File: src/hdl/ddo_pkg.sv
`timescale 1ns / 1ps
`default_nettype none
package ddo_pkg;

   localparam int CORDIC_STEPS = 24;
   localparam int ANGLE_BITS   = 32;
   localparam int CORD_IDX_W   = $clog2(CORDIC_STEPS);
   localparam int DIV_BITS     = 64;
   localparam int DIV_CNT_W    = $clog2(DIV_BITS);

   localparam logic [31:0] ANGLE_MASK =
      32'(~((64'd1 << (32 - ANGLE_BITS)) - 64'd1));
   localparam logic signed [33:0] CORDIC_K       = 34'sd652032874;
   localparam logic signed [34:0] TWO_OVER_PI    = 35'sd683565276;
   localparam logic [63:0]        ARC_LIMIT      = 64'd8589934592;

   // configuration register indexes
   localparam logic [2:0] CSR_METHOD    = 3'd0;
   localparam logic [2:0] CSR_LEFT_POL  = 3'd1;
   localparam logic [2:0] CSR_RIGHT_POL = 3'd2;
   localparam logic [2:0] CSR_TRAVEL    = 3'd3;
   localparam logic [2:0] CSR_INV_BASE  = 3'd4;
   localparam logic [2:0] CSR_GYRO_GAIN = 3'd5;
   localparam logic [2:0] CSR_GYRO_LIM  = 3'd6;

   localparam logic [1:0] METHOD_MID      = 2'd0;
   localparam logic [1:0] METHOD_ARC      = 2'd1;
   localparam logic [1:0] METHOD_GYRO     = 2'd2;
   // spare code, behaves as gyro assisted
   localparam logic [1:0] METHOD_GYRO_ALT = 2'd3;

   // cordic angle sources
   localparam logic [1:0] ANG_YAW     = 2'd0;
   localparam logic [1:0] ANG_YAW_DTO = 2'd1;
   localparam logic [1:0] ANG_MID     = 2'd2;

   typedef struct packed {
      logic       load;
      logic       mul1;
      logic       mul2;
      logic       mul3;
      logic       sel;
      logic       cord_start;
      logic [1:0] cord_ang;
      logic       cord_step;
      logic       save0;
      logic       save1;
      logic       num;
      logic       axis;
      logic       div_start;
      logic       arc_mul;
      logic       mid_mul;
      logic       update;
   } cmd_type;

   typedef struct packed {
      logic cord_last;
      logic div_done;
      logic use_arc;
      logic out_free;
   } sts_type;

   function automatic logic [31:0] atan_bam(input logic [4:0] i);
      logic [31:0] r;
      case (i)
         5'd0:  r = 32'h20000000;
         5'd1:  r = 32'h12E4051E;
         5'd2:  r = 32'h09FB385B;
         5'd3:  r = 32'h051111D4;
         5'd4:  r = 32'h028B0D43;
         5'd5:  r = 32'h0145D7E1;
         5'd6:  r = 32'h00A2F61E;
         5'd7:  r = 32'h00517C55;
         5'd8:  r = 32'h0028BE53;
         5'd9:  r = 32'h00145F2F;
         5'd10: r = 32'h000A2F98;
         5'd11: r = 32'h000517CC;
         5'd12: r = 32'h00028BE6;
         5'd13: r = 32'h000145F3;
         5'd14: r = 32'h0000A2FA;
         5'd15: r = 32'h0000517D;
         5'd16: r = 32'h000028BE;
         5'd17: r = 32'h0000145F;
         5'd18: r = 32'h00000A30;
         5'd19: r = 32'h00000518;
         5'd20: r = 32'h0000028C;
         5'd21: r = 32'h00000146;
         5'd22: r = 32'h000000A3;
         5'd23: r = 32'h00000051;
         5'd24: r = 32'h00000029;
         5'd25: r = 32'h00000014;
         5'd26: r = 32'h0000000A;
         5'd27: r = 32'h00000005;
         5'd28: r = 32'h00000003;
         5'd29: r = 32'h00000001;
         5'd30: r = 32'h00000001;
         default: r = 32'h00000000;
      endcase
      return r;
   endfunction

endpackage
`default_nettype wire

File: src/hdl/ddo_ctrl.sv
`timescale 1ns / 1ps
`default_nettype none
module ddo_ctrl (
   input  wire logic             clock,
   input  wire logic             reset,
   input  wire logic             req_valid,
   output logic                  req_stall,
   input  wire ddo_pkg::sts_type sts,
   output ddo_pkg::cmd_type      cmd
);

   localparam logic [3:0] ST_IDLE   = 4'd0;
   localparam logic [3:0] ST_MUL1   = 4'd1;
   localparam logic [3:0] ST_MUL2   = 4'd2;
   localparam logic [3:0] ST_MUL3   = 4'd3;
   localparam logic [3:0] ST_SEL    = 4'd4;
   localparam logic [3:0] ST_CSTART = 4'd5;
   localparam logic [3:0] ST_CRUN   = 4'd6;
   localparam logic [3:0] ST_CSAVE  = 4'd7;
   localparam logic [3:0] ST_MIDMUL = 4'd8;
   localparam logic [3:0] ST_NUM    = 4'd9;
   localparam logic [3:0] ST_DIVGO  = 4'd10;
   localparam logic [3:0] ST_DIV    = 4'd11;
   localparam logic [3:0] ST_ARCMUL = 4'd12;
   localparam logic [3:0] ST_UPDATE = 4'd13;

   logic [3:0] state_ff, state_in;
   logic       pass_ff, pass_in, axis_ff, axis_in;

   always_comb begin
      state_in = state_ff;
      pass_in  = pass_ff;
      axis_in  = axis_ff;
      cmd      = '0;
      cmd.axis = axis_ff;
      unique case (state_ff)
         ST_IDLE: begin
            if (req_valid) begin
               cmd.load = 1'b1;
               state_in = ST_MUL1;
            end
         end
         ST_MUL1: begin
            cmd.mul1 = 1'b1;
            state_in = ST_MUL2;
         end
         ST_MUL2: begin
            cmd.mul2 = 1'b1;
            state_in = ST_MUL3;
         end
         ST_MUL3: begin
            cmd.mul3 = 1'b1;
            state_in = ST_SEL;
         end
         ST_SEL: begin
            cmd.sel  = 1'b1;
            pass_in  = 1'b0;
            state_in = ST_CSTART;
         end
         ST_CSTART: begin
            cmd.cord_start = 1'b1;
            if (!sts.use_arc)  cmd.cord_ang = ddo_pkg::ANG_MID;
            else if (pass_ff)  cmd.cord_ang = ddo_pkg::ANG_YAW_DTO;
            else               cmd.cord_ang = ddo_pkg::ANG_YAW;
            state_in = ST_CRUN;
         end
         ST_CRUN: begin
            cmd.cord_step = 1'b1;
            if (sts.cord_last) state_in = sts.use_arc ? ST_CSAVE : ST_MIDMUL;
         end
         ST_CSAVE: begin
            if (!pass_ff) begin
               cmd.save0 = 1'b1;
               pass_in   = 1'b1;
               state_in  = ST_CSTART;
            end else begin
               cmd.save1 = 1'b1;
               axis_in   = 1'b0;
               state_in  = ST_NUM;
            end
         end
         ST_MIDMUL: begin
            cmd.mid_mul = 1'b1;
            state_in    = ST_UPDATE;
         end
         ST_NUM: begin
            cmd.num  = 1'b1;
            state_in = ST_DIVGO;
         end
         ST_DIVGO: begin
            cmd.div_start = 1'b1;
            state_in      = ST_DIV;
         end
         ST_DIV: begin
            if (sts.div_done) state_in = ST_ARCMUL;
         end
         ST_ARCMUL: begin
            cmd.arc_mul = 1'b1;
            if (!axis_ff) begin
               axis_in  = 1'b1;
               state_in = ST_NUM;
            end else begin
               state_in = ST_UPDATE;
            end
         end
         ST_UPDATE: begin
            if (sts.out_free) begin
               cmd.update = 1'b1;
               state_in   = ST_IDLE;
            end
         end
         default: state_in = ST_IDLE;
      endcase
   end

   always_ff @(posedge clock) begin
      if (reset) begin
         state_ff <= ST_IDLE;
         pass_ff  <= 1'b0;
         axis_ff  <= 1'b0;
      end else begin
         state_ff <= state_in;
         pass_ff  <= pass_in;
         axis_ff  <= axis_in;
      end
   end

   assign req_stall = (state_ff != ST_IDLE);

   a_update_free: assert property (@(posedge clock) disable iff (reset)
      cmd.update |-> sts.out_free)
      else $error("state update while result still pending");

   a_load_starts: assert property (@(posedge clock) disable iff (reset)
      cmd.load |=> (state_ff == ST_MUL1))
      else $error("accepted transaction did not start processing");

   a_div_once: assert property (@(posedge clock) disable iff (reset)
      cmd.div_start |=> (state_ff == ST_DIV) && !cmd.div_start)
      else $error("divider restarted while busy");

   a_update_idle: assert property (@(posedge clock) disable iff (reset)
      cmd.update |=> !req_stall)
      else $error("not idle after result");

endmodule
`default_nettype wire

File: config.mk
export PLATFORM = sky130hd
export DESIGN_NAME = ddo_ctrl
export DESIGN_NICKNAME = d
export VERILOG_FILES = /design/src/hdl/ddo_pkg.sv /design/src/hdl/ddo_ctrl.sv
export SDC_FILE = /design/constraint.sdc
export NUM_CORES = 1
export LEC_CHECK = 0
export BUFFER_PORTS_ARGS = -buffer_cell sky130_fd_sc_hd__buf_4
export CORE_AREA = 4 4 41 43
export DETAILED_ROUTE_END_ITERATION = 12
export DIE_AREA = 0 0 45 47
export PLACE_DENSITY = 0.81
export SLEW_MARGIN = 40
export SYNTH_ARGS = -nofsm -noshare
export SYNTH_HDL_FRONTEND = slang
export SYNTH_SLANG_ARGS = --single-unit
File: constraint.sdc
create_clock -name clock -period 2.2 [get_ports clock]
set_clock_uncertainty 0.15 [all_clocks]
set_input_delay 0.33 -clock clock [delete_from_list [all_inputs] [get_ports clock]]
set_output_delay 0.33 -clock clock [all_outputs]
set_load 0.005 [all_outputs]
### After elaboration in Yosys (flattened, before gate mapping)

Index checks and enable logic that the tools add are counted.

| word-level totals | value |
|---|---|
| register bits after elaboration | 6 |
| memories | 0 |
| logic and storage cells | 57 |
| bits in writable memories | 0 |
| memory bits (read-only) | 0 |
| latch bits | 0 |

| operators by class | value |
|---|---|
| shifts and indexed selects | 0 |
| div/mod/pow operators | 0 |
| mux-type cells | 30 |
| add/subtract/negate cells | 0 |
| bitwise logic cells | 0 |
| order comparisons | 0 |
| $mul | 0 |
| eq/ne operators | 18 |
| reductions and logical operators | 6 |

Operators by type and width:

| kind | count |
|---|---|
| 4-bit case mux with 14 select lines | 1 |
| 4-bit equality test (second input constant) | 6 |
| 4-bit two-way mux | 6 |
| 1-bit two-way mux | 17 |
| 4-bit by 3-bit equality test with 1-bit output (second input constant) | 4 |
| 2-bit != test (second input constant) | 5 |
| 4-bit by 2-bit equality test with 1-bit output (second input constant) | 2 |
| 3-bit two-way mux | 2 |
| 4-bit by 1-bit equality test with 1-bit output (second input constant) | 1 |
| 4-bit logical NOT | 1 |
| 2-bit two-way mux | 2 |
| 1-bit case mux with 2 select lines | 2 |
| 4-bit AND reduction | 1 |
| 2-bit nonzero test | 2 |
| 4-bit nonzero test | 1 |
| 2-bit AND reduction | 1 |

### Longest topological paths before layout

| depth | value |
|---|---|
| depth in word-level cells | 3 |
| depth in mapped cells | 6 |
| depth with buffers taken out | 5 |

### Worst setup path after synthesis

OpenSTA, ideal clock, no wires.

| timing path | value |
|---|---|
| path kind | reg2reg |
| start | register state_ff[1] |
| end | register state_ff[0] |
| path buffers | 1 |
| cell stages (with the launch flop) | 7 |
| slack | 0.679 ns |
| setup time | 0.122 ns |
| data arrival time | 1.248 ns |
| cells stage by stage | dfxtp_1 buf_2 or4_4 o22ai_1 a21oi_1 o211ai_1 a21oi_1 |

| on the way | value |
|---|---|
| word-level cells in the longest chain between the ends | 3 |
| elaborated cells on any way between the ends | 20 |

Ends and longest elaborated chain:

| element | RTL line | text |
|---|---|---|
| start: declaration | ddo_ctrl.sv:27 | `logic [3:0] state_ff, state_in;` |
| start signal: assignment | ddo_ctrl.sv:122 | `state_ff <= state_in;` |
| 4-bit by 3-bit equality test with 1-bit output, or another cell as far along | ddo_ctrl.sv:36 | `unique case (state_ff)` |
| 2-bit != test (no line) | -- |  |
| 4-bit AND reduction (no line) | -- |  |

Parallel ways exist; a longest one is shown, timed or not.
A chain may end at the register's enable or synchronous reset.

==> impl_metrics.env <==
export IMPL_grt_setup_unrepaired="false"
export IMPL_area_delta_synth_final_pct=33.0
export IMPL_synthFlopType="dfxtp_1"
export IMPL_hold_depth=2
export IMPL_p_per_area_mw_per_mm2=471
export IMPL_numCtsBuffers=3
export IMPL_fin_setup_tns_ns=0
export IMPL_hold_viol=0
export IMPL_crit_slowest_cell="dfxtp_1"
export IMPL_num_vias=670
export IMPL_grt_pass1_wl_um=2620
export IMPL_r2r_cells=5
export IMPL_post_cts_buffers=0
export IMPL_ir_worst_vdd_mv=0.347
export IMPL_path_max_fanout=13
export IMPL_grt_max_degree=15
export IMPL_seq_area_frac_synth_pct=21.4
export IMPL_io_pins=25
export IMPL_ys_ff_latch=6
export IMPL_setup_violations_final=0
export IMPL_cts_buffer_depth=2
export IMPL_worstMarginPinSlew_ns=0.457
export IMPL_max_stage_delay_ns=0.57
export IMPL_status="completed"
export IMPL_critical_path_startpoint="state_ff[3]"
export IMPL_layout_common_cells="26 x buf_4, 12 x nor3_1, 10 x nor2_1"
export IMPL_die_h_um=47
export IMPL_timing_hold_ws_ns=0.141
export IMPL_start_kind="register"
export IMPL_r2r_setup_slack_ns=0.32
export IMPL_cts_resized=0
export IMPL_clk_latency_ns=0.25
export IMPL_cts_tree="yes"
export IMPL_cp_data_required_time_ns=1.72
export IMPL_design_area_um2=746
export IMPL_crit_type="register to primary output"
export IMPL_leakage_uw=0.000303
export IMPL_core_mm2=0.00130
export IMPL_final_common_cell="buf_4"
export IMPL_maxCapViolCount=0
export IMPL_synth_edf_count=0
export IMPL_pre_cts_ws_ns=0.252
export IMPL_grt_total_usage_pct=17.1
export IMPL_fin_crit_ns=2.01
export IMPL_slew_headroom_pct=69.5
export IMPL_crit_chain="nand2b_2, nor2_1, and3_1, buf_4"
export IMPL_antenna_cells=0
export IMPL_port_buffers=24
export IMPL_synth_cells=81
export IMPL_root_buffer="clkbuf_4"
export IMPL_drive_gt1_share_pct=34.7
export IMPL_rows=13
export IMPL_synth_area_per_cell_um2=6.92
export IMPL_layout_worst_path_cycle_share_pct=91.4
export IMPL_dr_pass1_iters=4
export IMPL_r2r_end="state_ff[3]"
export IMPL_nets=110
export IMPL_viasPerCell=5.78
export IMPL_synth_area_um2=561
export IMPL_dieArea_mm2=0.00212
export IMPL_die_w_um=45
export IMPL_routedWlPerCell_um=13.7
export IMPL_cts_sinks=6
export IMPL_finalMaxSlewViolations=0
export IMPL_grt_overflow_total=0
export IMPL_gp_congestion=0.864
export IMPL_fillCellCount=134
export IMPL_rr_startpoint="state_ff[2]"
export IMPL_start_util_pct=43.1
export IMPL_synthArstFlopShare_pct=0
export IMPL_hold_class="primary input to register"
export IMPL_dp_hpwl_um=1170
export IMPL_fin_util_pct=57.3
export IMPL_syn_nets=88
export IMPL_dpl_cell_area_um2=721
export IMPL_cts_reportedPaths_clkPinSlew_ns=0.05
export IMPL_grt_pass1_vias=576
export IMPL_htreeDepth=1
export IMPL_worstSetupEndpoint="cmd[9]"
export IMPL_drt_initial_drc_count=31
export IMPL_fin_ws_ns=0.189
export IMPL_synth_cell_types=30
export IMPL_max_freq_mhz=497
export IMPL_cp_end_kind="primary output"
export IMPL_wl_um=1590
export IMPL_drc=0
export IMPL_cts_hold_buf=0
export IMPL_antenna_left=0
export IMPL_cp_arrival_ns=1.53
export IMPL_ys_warnings_count=0
export IMPL_antenna_found_initial=0
==> final cells by class <==
class / count / area, um2 / area share [%]
clock buffers: 3 / 22.5 / 3.02
inverters: 4 / 15.0 / 2.01
multi-input cells: 62 / 374 / 50.2
flip-flops and latches: 6 / 120 / 16.1
well taps: 15 / 18.8 / 2.52
repair buffers: 26 / 195 / 26.2
==> where the power goes <==
group	total, uW	switching [uW]	internal [uW]
Combinational	111	56.3	54.7
Sequential	134	19.0	115
Clock	107	44.6	62.0
==> synthesized netlist by cell type, types with 2 or more instances <==
cell / count / area [um2]
a21oi_1: 9 / 45.0
nor2_1: 10 / 37.5
inv_1: 4 / 15.0
nor3_1: 12 / 60.1
o21ai_1: 2 / 10.0
o21ai_0: 4 / 20.0
nand2_1: 4 / 15.0
nand2b_1: 4 / 25.0
and3_1: 2 / 12.5
buf_2: 4 / 20.0
dfxtp_1: 6 / 120
buf_4: 2 / 15.0
==> worst max-delay path: cells and delay by family (launching register included) <==
kind,cells,cell delay [ns]
buffers and inverters,1,0.13
AND/OR/NAND/NOR,3,0.58
flip-flops,1,0.57
==> state kept, by name (all words and copies together) (netlist names) <==
name / flops
state_ff: 4
axis_ff: 1
pass_ff: 1
==> how the worst min path moves through the flow <==
stage / startpoint / to
final: reset / pass_ff
after global routing: reset / pass_ff
after CTS: reset / pass_ff
after detailed placement: axis_ff / axis_ff
after global placement: axis_ff / axis_ff
after floorplan: reset / pass_ff
==> stage by stage <==
stage	instances	power (uW)
detailed placement	113	245
CTS	116	355
global route	116	377
global placement	113	242
floorplan	81	200
finish	116	351
==> routing by layer <==
layer  global-route usage, %  vias up  part of all wire [%]
met1                    21.9      295                    43
met5                       0        -                     0
met2                    26.6       40                    44
met3                    1.92        5                   9.9
met4                    12.3        0                   2.5
li1                        -      330                     -
==> kinds of logic (layout without fill, tap and decap cells) <==
family | Yosys count | in the layout | share of synthesized area, %
buf+inv | 13 | 33 | 12.3
compound gates | 23 | 23 | 29.9
simple gates | 39 | 39 | 36.4
flops | 6 | 6 | 21.4
(Power assumes the default switching activity.)
